<file path="config.mk">
export PLATFORM = sky130hd
export DESIGN_NAME = trapezoid_step_profile_generator_flat
export DESIGN_NICKNAME = d
export VERILOG_FILES = /design/src/hdl/tspg_pkg.sv /design/src/hdl/tspg_if.sv /design/src/hdl/trapezoid_step_profile_generator.sv /design/src/hdl/tspg_alu.sv /design/src/flat_wrapper.sv
export SDC_FILE = /design/constraint.sdc
export NUM_CORES = 2
export LEC_CHECK = 0
export BUFFER_PORTS_ARGS = -buffer_cell sky130_fd_sc_hd__buf_2
export CAP_MARGIN = 20
export CELL_PAD_IN_SITES_DETAIL_PLACEMENT = 0
export CELL_PAD_IN_SITES_GLOBAL_PLACEMENT = 1
export CORE_ASPECT_RATIO = 1.2
export CORE_MARGIN = 1
export CORE_UTILIZATION = 42
export DETAILED_ROUTE_END_ITERATION = 16
export GPL_ROUTABILITY_DRIVEN = 1
export PLACE_DENSITY = 0.82
export SLEW_MARGIN = 20
export SYNTH_ARGS = -nofsm -noshare
export SYNTH_HDL_FRONTEND = slang
export SYNTH_SLANG_ARGS = --single-unit
export TNS_END_PERCENT = 100
</file>
<file path="constraint.sdc">
create_clock -name i_clk -period 5.52 [get_ports i_clk]
set_input_delay 1.104 -clock i_clk [delete_from_list [all_inputs] [get_ports i_clk]]
set_output_delay 1.104 -clock i_clk [all_outputs]
set_load 0.01 [all_outputs]
</file>
<file path="src/hdl/tspg_pkg.sv">
// ---------------------------------------------------------------------------
// tspg_pkg
// shared types and constants of the trapezoid step profile generator
// ---------------------------------------------------------------------------
package tspg_pkg;

    localparam int COUNT_BITS   = 24;
    localparam int PERIOD_SCALE = 1000000;

    localparam int CFG_IDX_BITS  = 1;
    localparam int CFG_DATA_BITS = 24;
    localparam logic [CFG_IDX_BITS-1:0] CFG_HAS_LIMITS = 1'd0;
    localparam logic [CFG_IDX_BITS-1:0] CFG_LIMIT_RATE = 1'd1;

    // operand widths of the shared unit
    localparam int SQ_BITS  = 50;   // up to 2*rate*dist, also v*v
    localparam int RES_BITS = 25;
    localparam int SPEED_MAX  = 33554431;
    localparam int PERIOD_MAX = 1048575;

    typedef enum logic [1:0] {
        PH_ACCEL  = 2'd0,
        PH_CRUISE = 2'd1,
        PH_DECEL  = 2'd2,
        PH_LIMIT  = 2'd3
    } t_phase;

    typedef enum logic [3:0] {
        ST_IDLE,
        ST_LIM_MUL,
        ST_LIM_DIV,
        ST_LIM_CHK,
        ST_PREP,
        ST_MUL,
        ST_SQRT,
        ST_DIV,
        ST_OUT
    } t_state;

    typedef enum logic [1:0] {
        OP_MUL  = 2'd0,
        OP_SQRT = 2'd1,
        OP_DIV  = 2'd2
    } t_op;

    typedef struct packed {
        logic start;
        t_op  op;
    } t_alu_cmd;

    typedef struct packed {
        logic busy;
        logic done;
    } t_alu_stat;

    typedef struct packed {
        logic             func;
        logic [23:0]      accel_steps;
        logic [23:0]      cruise_steps;
        logic [23:0]      decel_steps;
        logic [19:0]      cruise_speed;
        logic [23:0]      accel_rate;
        logic [23:0]      decel_rate;
        logic             direction;
        logic             limit_end;
        logic             limit_home;
    } t_in_word;

    typedef struct packed {
        logic [19:0]        step_period_us;
        logic signed [31:0] position;
        logic [24:0]        speed_sps;
        logic [1:0]         phase;
        logic               last;
    } t_out_word;

endpackage

</file>
<file path="src/hdl/tspg_if.sv">
// ---------------------------------------------------------------------------
// tspg_if
// valid/ready channel carrying one word
// ---------------------------------------------------------------------------
interface tspg_if #(parameter type T = logic) ();
    logic valid;
    logic ready;
    T     data;
    modport source (output valid, output data, input ready);
    modport sink   (input valid, input data, output ready);
endinterface

</file>
<file path="src/hdl/trapezoid_step_profile_generator.sv">
// a start word is loaded when taken; a step word passes the limit check, then one divide in
// cruise, or multiply, square root and divide in a ramp, each a pass of the shared alu
// a limit check that triggers adds a multiply and a divide; a stop with no steps emits nothing
// throughput: one word at a time, set by the single shared alu; a waiting result blocks input
// reset: synchronous active low, move idle, direction 1, position and counters 0
// ---------------------------------------------------------------------------
// trapezoid_step_profile_generator
// trapezoidal stepper profile: per step speed, period and position
// ---------------------------------------------------------------------------
module trapezoid_step_profile_generator (
    input  logic                                i_clk,
    input  logic                                i_rst_n,
    input  logic                                i_cfg_we,
    input  logic [tspg_pkg::CFG_IDX_BITS-1:0]   i_cfg_idx,
    input  logic [tspg_pkg::CFG_DATA_BITS-1:0]  i_cfg_data,
    tspg_if.sink                                i_in,
    tspg_if.source                              o_out
);
    import tspg_pkg::*;

    localparam logic [COUNT_BITS-1:0] COUNT_MAX = '1;

    // configuration
    logic        r_has_limits;
    logic [23:0] r_limit_rate;

    // move state
    t_state               r_state, n_state;
    logic                 r_active, n_active;
    t_phase               r_phase, n_phase;
    logic [COUNT_BITS-1:0] r_idx, n_idx;
    logic [COUNT_BITS-1:0] r_cnt [3];
    logic [COUNT_BITS-1:0] r_stop_total, n_stop_total;
    logic [23:0]          r_arate, r_drate;
    logic [19:0]          r_cruise;
    logic                 r_dir;
    logic [31:0]          r_pos, n_pos;
    logic [24:0]          r_last_speed, n_last_speed;
    logic [24:0]          r_speed, n_speed;
    logic                 r_lim_l, r_lim_h;

    // output register
    logic      r_ov, n_ov;
    t_out_word r_ow, n_ow;

    // alu
    t_alu_cmd           w_cmd;
    t_alu_stat          w_stat;
    logic [SQ_BITS-1:0] w_a, w_b, w_res;

    tspg_alu u_alu (
        .i_clk  (i_clk),
        .i_rst_n(i_rst_n),
        .i_cmd  (w_cmd),
        .i_a    (w_a),
        .i_b    (w_b),
        .o_stat (w_stat),
        .o_res  (w_res)
    );

    // helpers
    logic [COUNT_BITS-1:0] w_total, w_dist, w_idx1;
    logic [24:0]           w_cruise1, w_v;
    logic [23:0]           w_rate;
    logic                  w_hit;
    logic                  w_in_fire;
    t_phase                w_next_phase;
    logic                  w_next_none;
    logic [24:0]           w_speed_sat;
    logic [SQ_BITS-1:0]    w_period;

    assign w_in_fire = i_in.valid && i_in.ready;
    assign i_in.ready = (r_state == ST_IDLE) && !(r_ov && !o_out.ready);
    assign o_out.valid = r_ov;
    assign o_out.data  = r_ow;

    always_comb begin
        w_cruise1 = (r_cruise == '0) ? 25'd1 : {5'd0, r_cruise};
        w_v = (r_phase == PH_CRUISE) ? w_cruise1
            : ((r_last_speed == '0) ? 25'd1 : r_last_speed);
        w_total = (r_phase == PH_LIMIT) ? r_stop_total : r_cnt[r_phase];
        w_dist  = (r_idx < w_total) ? w_total - r_idx : '0;
        w_idx1  = r_idx + 1'b1;
        unique case (r_phase)
            PH_ACCEL: w_rate = r_arate;
            PH_DECEL: w_rate = r_drate;
            default:  w_rate = r_limit_rate;
        endcase
        w_hit = r_has_limits && (r_phase != PH_LIMIT) &&
                (r_dir ? r_lim_l : r_lim_h);
        // next non-empty phase after this one
        w_next_none  = 1'b1;
        w_next_phase = PH_ACCEL;
        if (r_phase == PH_ACCEL && r_cnt[1] != '0) begin
            w_next_none = 1'b0; w_next_phase = PH_CRUISE;
        end else if ((r_phase == PH_ACCEL || r_phase == PH_CRUISE) && r_cnt[2] != '0) begin
            w_next_none = 1'b0; w_next_phase = PH_DECEL;
        end
        w_speed_sat = (w_res[SQ_BITS-1:25] != '0) ? 25'(SPEED_MAX) : w_res[24:0];
        if (w_speed_sat == '0) w_speed_sat = 25'd1;
        w_period = w_res;
    end

    always_ff @(posedge i_clk) begin
        if (!i_rst_n) begin
            r_has_limits <= 1'b0;
            r_limit_rate <= '0;
        end else if (i_cfg_we) begin
            unique case (i_cfg_idx)
                CFG_HAS_LIMITS: r_has_limits <= i_cfg_data[0];
                default:        r_limit_rate <= i_cfg_data;
            endcase
        end
    end

    always_ff @(posedge i_clk) begin
        if (!i_rst_n) begin
            r_state      <= ST_IDLE;
            r_active     <= 1'b0;
            r_phase      <= PH_ACCEL;
            r_idx        <= '0;
            r_cnt        <= '{default: '0};
            r_stop_total <= '0;
            r_arate      <= '0;
            r_drate      <= '0;
            r_cruise     <= '0;
            r_dir        <= 1'b1;
            r_pos        <= '0;
            r_last_speed <= '0;
            r_ov         <= 1'b0;
        end else begin
            r_state      <= n_state;
            r_active     <= n_active;
            r_phase      <= n_phase;
            r_idx        <= n_idx;
            r_stop_total <= n_stop_total;
            r_pos        <= n_pos;
            r_last_speed <= n_last_speed;
            r_ov         <= n_ov;
            // a start word loads the move
            if (w_in_fire && !i_in.data.func) begin
                r_cnt[0] <= i_in.data.accel_steps;
                r_cnt[1] <= i_in.data.cruise_steps;
                r_cnt[2] <= i_in.data.decel_steps;
                r_arate  <= i_in.data.accel_rate;
                r_drate  <= i_in.data.decel_rate;
                r_cruise <= i_in.data.cruise_speed;
                r_dir    <= i_in.data.direction;
            end
        end
        r_speed <= n_speed;
        r_ow    <= n_ow;
        if (w_in_fire) begin
            r_lim_l <= i_in.data.limit_end;
            r_lim_h <= i_in.data.limit_home;
        end
    end

    // sequencer
    always_comb begin
        n_state      = r_state;
        n_active     = r_active;
        n_phase      = r_phase;
        n_idx        = r_idx;
        n_stop_total = r_stop_total;
        n_pos        = r_pos;
        n_last_speed = r_last_speed;
        n_speed      = r_speed;
        n_ov         = r_ov && !o_out.ready;
        n_ow         = r_ow;
        w_cmd.start  = 1'b0;
        w_cmd.op     = OP_MUL;
        w_a          = '0;
        w_b          = '0;
        unique case (r_state)
            ST_IDLE: begin
                if (w_in_fire) begin
                    if (!i_in.data.func) begin
                        n_idx        = '0;
                        n_last_speed = '0;
                        n_stop_total = '0;
                        n_active     = 1'b1;
                        if (i_in.data.accel_steps != '0)       n_phase = PH_ACCEL;
                        else if (i_in.data.cruise_steps != '0) n_phase = PH_CRUISE;
                        else if (i_in.data.decel_steps != '0)  n_phase = PH_DECEL;
                        else                                   n_active = 1'b0;
                    end else if (r_active) begin
                        n_state = ST_LIM_MUL;
                    end
                end
            end
            ST_LIM_MUL: begin
                // limit check uses the latched switch flags
                if (w_hit) begin
                    if (r_limit_rate == '0) begin
                        n_active = 1'b0; n_idx = '0; n_last_speed = '0;
                        n_state  = ST_IDLE;
                    end else begin
                        w_cmd.start = 1'b1; w_cmd.op = OP_MUL;
                        w_a = SQ_BITS'(w_v); w_b = SQ_BITS'(w_v);
                        n_state = ST_LIM_DIV;
                    end
                end else begin
                    n_state = ST_PREP;
                end
            end
            ST_LIM_DIV: begin
                if (w_stat.done) begin
                    w_cmd.start = 1'b1; w_cmd.op = OP_DIV;
                    w_a = w_res; w_b = SQ_BITS'({r_limit_rate, 1'b0});
                    n_state = ST_LIM_CHK;
                end
            end
            ST_LIM_CHK: begin
                if (w_stat.done) begin
                    if (w_res == '0) begin
                        n_active = 1'b0; n_idx = '0; n_last_speed = '0;
                        n_state  = ST_IDLE;
                    end else begin
                        n_stop_total = (w_res > SQ_BITS'(COUNT_MAX)) ? COUNT_MAX
                                       : w_res[COUNT_BITS-1:0];
                        n_idx   = '0;
                        n_phase = PH_LIMIT;
                        n_state = ST_PREP;
                    end
                end
            end
            ST_PREP: begin
                if (r_phase == PH_CRUISE) begin
                    n_speed = w_cruise1;
                    w_cmd.start = 1'b1; w_cmd.op = OP_DIV;
                    w_a = SQ_BITS'(PERIOD_SCALE); w_b = SQ_BITS'(w_cruise1);
                    n_state = ST_OUT;
                end else begin
                    w_cmd.start = 1'b1; w_cmd.op = OP_MUL;
                    w_a = SQ_BITS'({w_rate, 1'b0});
                    w_b = SQ_BITS'((r_phase == PH_ACCEL) ? r_idx : w_dist);
                    n_state = ST_MUL;
                end
            end
            ST_MUL: begin
                if (w_stat.done) begin
                    w_cmd.start = 1'b1; w_cmd.op = OP_SQRT;
                    w_a = w_res;
                    n_state = ST_SQRT;
                end
            end
            ST_SQRT: begin
                if (w_stat.done) begin
                    n_speed = w_speed_sat;
                    w_cmd.start = 1'b1; w_cmd.op = OP_DIV;
                    w_a = SQ_BITS'(PERIOD_SCALE); w_b = SQ_BITS'(w_speed_sat);
                    n_state = ST_OUT;
                end
            end
            ST_OUT: begin
                if (w_stat.done && !(r_ov && !o_out.ready)) begin
                    n_pos = r_dir ? r_pos + 32'd1 : r_pos - 32'd1;
                    n_ow.position  = signed'(n_pos);
                    n_ow.speed_sps = r_speed;
                    n_ow.phase     = r_phase;
                    n_ow.step_period_us = (w_period == '0) ? 20'd1
                        : (w_period > SQ_BITS'(PERIOD_MAX)) ? 20'(PERIOD_MAX)
                        : w_period[19:0];
                    n_ow.last = 1'b0;
                    n_idx = w_idx1;
                    if (w_idx1 >= w_total) begin
                        n_idx = '0;
                        if (r_phase == PH_LIMIT || w_next_none) begin
                            n_active  = 1'b0;
                            n_ow.last = 1'b1;
                        end else begin
                            n_phase = w_next_phase;
                        end
                    end
                    n_last_speed = n_ow.last ? 25'd0 : r_speed;
                    n_ov    = 1'b1;
                    n_state = ST_IDLE;
                end
            end
            default: n_state = ST_IDLE;
        endcase
    end

`ifndef NO_ASSERTIONS
    // no word is taken while the shared unit is working
    a_no_take_busy: assert property (@(posedge i_clk) disable iff (!i_rst_n)
        w_stat.busy |-> !i_in.ready)
        else $error("input taken while alu busy");
    // a held result is never overwritten
    a_hold_out: assert property (@(posedge i_clk) disable iff (!i_rst_n)
        (o_out.valid && !o_out.ready) |=> (o_out.valid && $stable(o_out.data)))
        else $error("pending result lost");
    // the last step always closes the move
    a_last_idle: assert property (@(posedge i_clk) disable iff (!i_rst_n)
        $rose(r_ov) && r_ow.last |-> !r_active)
        else $error("last step but move still active");
`endif
endmodule

</file>
<file path="src/hdl/tspg_alu.sv">
// ---------------------------------------------------------------------------
// tspg_alu
// shared multi-cycle unit: shift-add multiply, bitwise square root, divide
// ---------------------------------------------------------------------------
module tspg_alu (
    input  logic                       i_clk,
    input  logic                       i_rst_n,
    input  tspg_pkg::t_alu_cmd         i_cmd,
    input  logic [tspg_pkg::SQ_BITS-1:0] i_a,
    input  logic [tspg_pkg::SQ_BITS-1:0] i_b,
    output tspg_pkg::t_alu_stat        o_stat,
    output logic [tspg_pkg::SQ_BITS-1:0] o_res
);
    import tspg_pkg::*;

    localparam int CNT_BITS = $clog2(SQ_BITS + 1);

    t_op                 r_op, n_op;
    logic                r_busy, n_busy;
    logic                r_done, n_done;
    logic [CNT_BITS-1:0] r_cnt, n_cnt;
    logic [SQ_BITS-1:0]  r_acc, n_acc;   // product, remainder
    logic [SQ_BITS-1:0]  r_x, n_x;       // multiplicand, radicand, dividend
    logic [SQ_BITS-1:0]  r_y, n_y;       // multiplier, divisor
    logic [SQ_BITS-1:0]  r_q, n_q;       // root or quotient

    logic [SQ_BITS+1:0]  w_trial;
    logic [SQ_BITS+1:0]  w_rem2;
    logic [SQ_BITS:0]    w_drem;

    always_ff @(posedge i_clk) begin
        if (!i_rst_n) begin
            r_busy <= 1'b0;
            r_done <= 1'b0;
            r_op   <= OP_MUL;
            r_cnt  <= '0;
        end else begin
            r_busy <= n_busy;
            r_done <= n_done;
            r_op   <= n_op;
            r_cnt  <= n_cnt;
        end
        r_acc <= n_acc;
        r_x   <= n_x;
        r_y   <= n_y;
        r_q   <= n_q;
    end

    always_comb begin
        n_busy = r_busy;
        n_done = 1'b0;
        n_op   = r_op;
        n_cnt  = r_cnt;
        n_acc  = r_acc;
        n_x    = r_x;
        n_y    = r_y;
        n_q    = r_q;
        // square root: two radicand bits in per step
        w_rem2  = {r_acc, r_x[SQ_BITS-1 -: 2]};
        w_trial = {r_q, 2'b01};
        // restoring divide: one dividend bit in per step
        w_drem  = {r_acc, r_x[SQ_BITS-1]};
        if (i_cmd.start) begin
            n_busy = 1'b1;
            n_op   = i_cmd.op;
            n_acc  = '0;
            n_q    = '0;
            n_x    = i_a;
            n_y    = i_b;
            n_cnt  = (i_cmd.op == OP_SQRT) ? CNT_BITS'(SQ_BITS / 2)
                                           : CNT_BITS'(SQ_BITS);
        end else if (r_busy) begin
            unique case (r_op)
                OP_MUL: begin
                    if (r_y[0]) n_acc = r_acc + r_x;
                    n_x = r_x << 1;
                    n_y = r_y >> 1;
                end
                OP_SQRT: begin
                    n_x = r_x << 2;
                    if (w_rem2 >= w_trial) begin
                        n_acc = SQ_BITS'(w_rem2 - w_trial);
                        n_q   = {r_q[SQ_BITS-2:0], 1'b1};
                    end else begin
                        n_acc = SQ_BITS'(w_rem2);
                        n_q   = {r_q[SQ_BITS-2:0], 1'b0};
                    end
                end
                default: begin
                    n_x = r_x << 1;
                    if (w_drem >= {1'b0, r_y}) begin
                        n_acc = SQ_BITS'(w_drem - {1'b0, r_y});
                        n_q   = {r_q[SQ_BITS-2:0], 1'b1};
                    end else begin
                        n_acc = SQ_BITS'(w_drem);
                        n_q   = {r_q[SQ_BITS-2:0], 1'b0};
                    end
                end
            endcase
            n_cnt = r_cnt - 1'b1;
            if (r_cnt == CNT_BITS'(1)) begin
                n_busy = 1'b0;
                n_done = 1'b1;
            end
        end
    end

    assign o_stat.busy = r_busy;
    assign o_stat.done = r_done;
    assign o_res       = (r_op == OP_MUL) ? r_acc : r_q;
endmodule

</file>
<file path="src/flat_wrapper.sv">
// flat-port wrapper written by rule: the top's interface ports become plain ports
module trapezoid_step_profile_generator_flat import tspg_pkg::*;
  (i_clk, i_rst_n, i_cfg_we, i_cfg_idx, i_cfg_data, i_in_valid, i_in_data, i_in_ready, o_out_valid, o_out_data, o_out_ready);
  tspg_if #(.T(t_in_word)) i_in_i ();
  tspg_if #(.T(t_out_word)) o_out_i ();
  input  logic i_clk;
  input  logic i_rst_n;
  input  logic i_cfg_we;
  input  logic [tspg_pkg::CFG_IDX_BITS-1:0] i_cfg_idx;
  input  logic [tspg_pkg::CFG_DATA_BITS-1:0] i_cfg_data;
  input wire logic [$bits(i_in_i.valid)-1:0] i_in_valid;
  input wire logic [$bits(i_in_i.data)-1:0] i_in_data;
  output wire logic [$bits(i_in_i.ready)-1:0] i_in_ready;
  output wire logic [$bits(o_out_i.valid)-1:0] o_out_valid;
  output wire logic [$bits(o_out_i.data)-1:0] o_out_data;
  input wire logic [$bits(o_out_i.ready)-1:0] o_out_ready;
  assign i_in_i.valid = i_in_valid;
  assign i_in_i.data = i_in_data;
  assign i_in_ready = i_in_i.ready;
  assign o_out_valid = o_out_i.valid;
  assign o_out_data = o_out_i.data;
  assign o_out_i.ready = o_out_ready;
  trapezoid_step_profile_generator u_core (.i_clk(i_clk), .i_rst_n(i_rst_n), .i_cfg_we(i_cfg_we), .i_cfg_idx(i_cfg_idx), .i_cfg_data(i_cfg_data), .i_in(i_in_i), .o_out(o_out_i));
endmodule
</file>
Word-level counts from Yosys, hierarchy flattened. Index checks and enable logic that the tools add are counted.

Add/sub/neg operators: 8. Multipliers: 0. Div/mod/pow operators: 0. Magnitude comparators: 7. Eq/ne operators: 33. Shift operators: 0. Mux-type cells: 123. Bitwise operators: 5. Reduce and logical (&&, ||, !) cells: 51.

Operators with widths (count): 50-bit 2-to-1 mux (13); 25-bit 2-to-1 mux (18); 50-bit one-hot mux with 4 select lines (2); 24-bit 2-to-1 mux (15); 50-bit one-hot mux with 2 select lines (2); 24-bit nonzero test (5); 25-bit one-hot mux with 4 select lines (1); 50-bit subtractor (2); 24-bit one-hot mux with 2 select lines (2); 24-bit one-hot mux with 4 select lines (1); 20-bit 2-to-1 mux (3); 52-bit greater-or-equal comparator (1); 51-bit by 50-bit greater-or-equal comparator with 1-bit output (1); 50-bit adder (1); 50-bit by 20-bit > comparator with 1-bit output, second input constant (1); 50-bit by 24-bit > comparator with 1-bit output, second input constant (1); 25-bit zero test (2); 50-bit zero test (1); 25-bit one-hot mux with 2 select lines (1); 24-bit binary-select mux with 2-bit select (1); 4-bit 2-to-1 mux (9); 32-bit by 1-bit adder with 32-bit output, second input constant (1); 32-bit 2-to-1 mux (1); 4-bit one-hot mux with 8 select lines (1); 46 further kinds (141).

Register bits: 596. Bits in latches: 0. Memory bits (writable): 0. Memory bits (read-only): 0. Input bits: 174. Output and inout bits: 82. Word-level logic and storage cells: 261. Memories: 0.

Longest topological paths before layout.
Depth in word-level cells: 13. Depth in mapped cells: 19. Gate-level depth less buffers: 18.

Modules after synthesis. From an unflattened synthesis, not the netlist that was laid out.

Cell total of the unflattened synthesis: 5097. Area total of the unflattened synthesis: 40503.8 um^2.

By module, submodules not included: trapezoid_step_profile_generator (instances 1, cells each 2528, area each 21076.5 um^2, seq. area each 8798.4 um^2); tspg_alu (instances 1, cells each 2569, area each 19427.4 um^2, seq. area each 5205.0 um^2).

Worst setup path before layout. No wires, ideal clock.

Path kind: register to register. From: reg u_core.r_phase[1]. To: reg u_core.r_last_speed[16]. Setup time: 0.070 ns. Arrival: 4.839 ns. Required time: 5.450 ns. Slack: 0.611 ns. Cell stages (with the launch flop): 19. Path buffers: 5. Clock period less this slack: 4.909 ns. Path through: dfxtp_1 -> buf_1 -> clkbuf_1 -> clkbuf_1 -> buf_1 -> mux4_2 -> inv_1 -> ha_1 -> a21o_1 -> a21o_1 -> a2111oi_0 -> o21ai_0 -> a2111oi_0 -> a21oi_1 -> nor2b_1 -> nor2_1 -> clkbuf_1 -> nand3_1 -> a21oi_1.

Cells in the longest elaborated chain, start to end: 13. Elaborated cells between the ends (all ways): 27. Classes of those cells: order compare (1); eq/ne (4); mux (13); bitwise (1); reduce/logical (8).

RTL lines: start: declaration (line trapezoid_step_profile_generator.sv:30) `t_phase r_phase, n_phase;`; start signal: assignment (line trapezoid_step_profile_generator.sv:134) `r_phase <= n_phase;`; branches (longest 13 deep; another with 24-bit greater-or-equal comparator); end signal: assignment (line trapezoid_step_profile_generator.sv:138) `r_last_speed <= n_last_speed;`; end: declaration (line trapezoid_step_profile_generator.sv:38) `logic [24:0] r_last_speed, n_last_speed;`.

Several ways; the timed one is not identified. The select of a mux whose other input is x is not followed. A chain may end at the register's enable or synchronous reset.

Worst setup path in the final report.
From: reg u_core.r_idx[5]. To: reg u_core.r_idx[4].

Cells in the longest elaborated chain, start to end: 5.

RTL lines: start: declaration (line trapezoid_step_profile_generator.sv:31) `logic [COUNT_BITS-1:0] r_idx, n_idx;`; start signal: assignment (line trapezoid_step_profile_generator.sv:135) `r_idx <= n_idx;`; 24-bit by 1-bit adder with 24-bit output (line trapezoid_step_profile_generator.sv:83) `w_idx1 = r_idx + 1'b1;`; 24-bit greater-or-equal comparator (line trapezoid_step_profile_generator.sv:267) `if (w_idx1 >= w_total) begin`; 24-bit 2-to-1 mux (line trapezoid_step_profile_generator.sv:267); 24-bit 2-to-1 mux (line trapezoid_step_profile_generator.sv:257) `if (w_stat.done && !(r_ov && !o_out.ready)) begin`; 24-bit one-hot mux with 4 select lines (line trapezoid_step_profile_generator.sv:175) `unique case (r_state)`.

No other way between the ends. The select of a mux whose other input is x is not followed.

==> metrics.txt <==
Final Skew 32.6 ps; Sink Count 571; outcome completed; Post-Route WL 150000 um; Post-DP Area 39900 um2; die area ~90000 um2; Worst Hold Path EP u_core.r_drate[20]$_SDFFE_PN0P_; RR Endpoint u_core.r_idx[4]$_SDFFE_PN0P_; Syn Std Cell Area 37400 um2; Inserted Clock Buffers 67; FILL cells 8739; simple-gate portion of the synthesized area 19.9%; signal arrival time at the worst endpoint 5400 ps; antenna-violating nets left 0; layout cells sized above 1 11.7%; fin util 48.0%; Critical Path Sink Type flop; initial antenna violation count 2; Post-Synth XOR/XNOR Area ~4.7%; multiplexer share of the synthesized area between 4 and 5%; VDD IR-drop max 267 uV; PwrDens 442 nW/um2; detailed-route wire length per cell 25.1 um; static leakage 16.2 nW; Fin Setup TNS 0 ps; overall routing resource usage 32.2%; vias per cell 6.12; largest family of logic cells by synthesized area compound AO/OA/AOI/OAI gates; relative slew slack 19.1%; Worst Path Required approximately 6000 ps; area delta synth->final 13.0%; initial drt markers 3635; Slew Viols, Final 0; total core area 88000 um2; Startpoint Class flop; Final setup viols 0; TritonCTS clock tree built; via count approximately 37000; Final Hold Fails 0; worst hold path type reg -> reg; hold path cells 2; Crit Path Category reg -> reg; commonest non-fill, non-tap cell in the layout nand2_1; Initial Util around 42%; Total Nets Final a little over 5000; RSZ-0062 raised after global routing no; final period utilization ~88%; Design Area, Final 42200 um2; FF-to-FF Start u_core.r_idx[5]$_SDFFE_PN0P_; post-synth cell types 89; post-layout minimum cycle time 4850 ps; first-pass GRT wire length 219000 um; # IOs roughly 260; post-cts sizing count 0; number of synthesized register bits 571; worst-skew pair later-pin latency 650 ps; worst-case clock buffer depth 3; Syn. warnings 0; critical path peak fanout 13; number of flops mapped to enable cells by yosys between 150 and 200; adder-cell share of the synthesized area under 10%; IO Port Bufs 255; H-tree lvl count 3; Die Y 329 um; die width approximately 270 um; Final GP Congestion between 0.9 and 1; Max Cap Viol 0; Seq/Total Area, Yosys 35.5%; Mean Syn Cell Area ~8 um2; flop2flop setup slack roughly 670 ps; Post-Syn Nets 5026; antenna fix cells 0; vias in the first global route between 30000 and 40000; Synth async-reset ratio 0%; largest net degree at the start of global routing 148; row count 119; post-DP HPWL 111000 um; most frequent cells in the layout 867 x nand2_1, 560 x a21oi_1, 386 x dfxtp_1; ys flop type dfxtp_1; setup repair bufs after CTS 0; # hold bufs at CTS 0; GRT overflow 0; Syn Inst Count 4639; CTS clock-pin slew for the worst setup and hold paths 60 ps; R2R depth 19; first-pass iteration count of the detailed router 8; Max Clk Rate 206 MHz; worst-margin pin slew roughly 1200 ps; DRC viols 0; Root Driver clkbuf_16; min-delay src u_core.r_drate[20]$_SDFFE_PN0P_; area fraction in compound gates after synthesis 23.2%
-- worst max-delay path, cell delays in order (launching register included) --
cell and delay [ps]:
dfxtp_1 400, inv_1 130, nor4_1 520, nand3_1 230
nor4_1 280, buf_4 190, and3_1 230, nand2_1 170
nor2_1 160, xnor2_1 160, ha_1 280, a21oi_1 150
nor2b_1 50, a2111oi_0 410, a21oi_1 120, buf_4 180
nor2_1 160, nand2_1 340, or4_1 520, o31ai_1 80
-- metrics by stage --
stage                     total power [mW]  cells  hold slack, ps  setup slack, ps
after floorplan                       10.9   4639             426              611
after global placement                13.7   5849             441              732
after detailed placement              13.7   5849             446              740
after CTS                             18.5   5971             454              720
after global routing                  19.5   5971             465             92.6
final                                 18.7   5971             453              666
-- worst max-delay path by stage --
stage	from	endpoint
global route	u_core.r_idx[5]$_SDFFE_PN0P_	u_core.r_idx[19]$_SDFFE_PN0P_
global placement	u_core.r_idx[5]$_SDFFE_PN0P_	u_core.r_idx[4]$_SDFFE_PN0P_
floorplan	u_core.r_phase[1]$_SDFFE_PN0P_	u_core.r_last_speed[16]$_SDFFE_PN0P_
finish	u_core.r_idx[5]$_SDFFE_PN0P_	u_core.r_idx[4]$_SDFFE_PN0P_
CTS	u_core.r_idx[5]$_SDFFE_PN0P_	u_core.r_idx[5]$_SDFFE_PN0P_
detailed placement	u_core.r_idx[5]$_SDFFE_PN0P_	u_core.r_idx[16]$_SDFFE_PN0P_
-- power breakdown --
group          total [mW]  internal, mW  switching (mW)
logic                8.58          3.17            5.41
clock network        4.77          2.79            1.98
registers            5.32          4.64           0.672
total                18.7          10.6            8.07
-- cell usage after synthesis, types with 92 or more instances --
master | instances | area, um2
nand2_1 | 870 | 3270
o21ai_0 | 230 | 1150
a21oi_1 | 560 | 2800
nor2_1 | 246 | 923
clkbuf_1 | 251 | 942
inv_1 | 167 | 627
edfxtp_1 | 182 | 5470
ha_1 | 209 | 2620
a21o_1 | 92 | 691
xnor2_1 | 127 | 1110
dfxtp_1 | 389 | 7790
mux2i_1 | 108 | 1080
nand3_1 | 123 | 616
-- flip-flops by register name, indices dropped and copies added (netlist names), 24 cells and up --
| register | cells |
|---|---|
| u_core.r_pos | 32 |
| u_core.r_cnt | 72 |
| u_core.r_last_speed | 25 |
| u_core.u_alu.r_x | 50 |
| u_core.r_stop_total | 24 |
| u_core.u_alu.r_acc | 50 |
| u_core.r_arate | 24 |
| u_core.r_drate | 24 |
| u_core.u_alu.r_y | 25 |
| u_core.o_out.data | 80 |
| u_core.r_speed | 25 |
| u_core.u_alu.r_q | 50 |
| u_core.r_limit_rate | 24 |
| u_core.r_idx | 24 |
-- final cells by class --
class	instances	area [um2]	area share (%)
repair buffers	354	2060	4.87
well taps	1149	1440	3.41
multi-input cells	3607	22500	53.2
flip-flops and latches	571	13300	31.4
clock buffers	86	1890	4.48
inverters	168	641	1.52
clock inverters	36	459	1.09
-- cells by family after synthesis --
kind of cell | after synthesis
simple gates | 1649
compound gates | 1396
flops | 571
buf+inv | 461
fa+ha+maj | 213
xor+xnor | 202
mux | 147
-- metal layers --
metal,vias up,global-route usage (%),share of wire (%)
met1,17500,36.6,38
met2,1525,55.5,49
met5,-,0,0.0073
met4,2,22.4,7.5
met3,407,4.60,6.4
li1,17200,-,-
No activity file was read; power rests on OpenSTA's default activity.
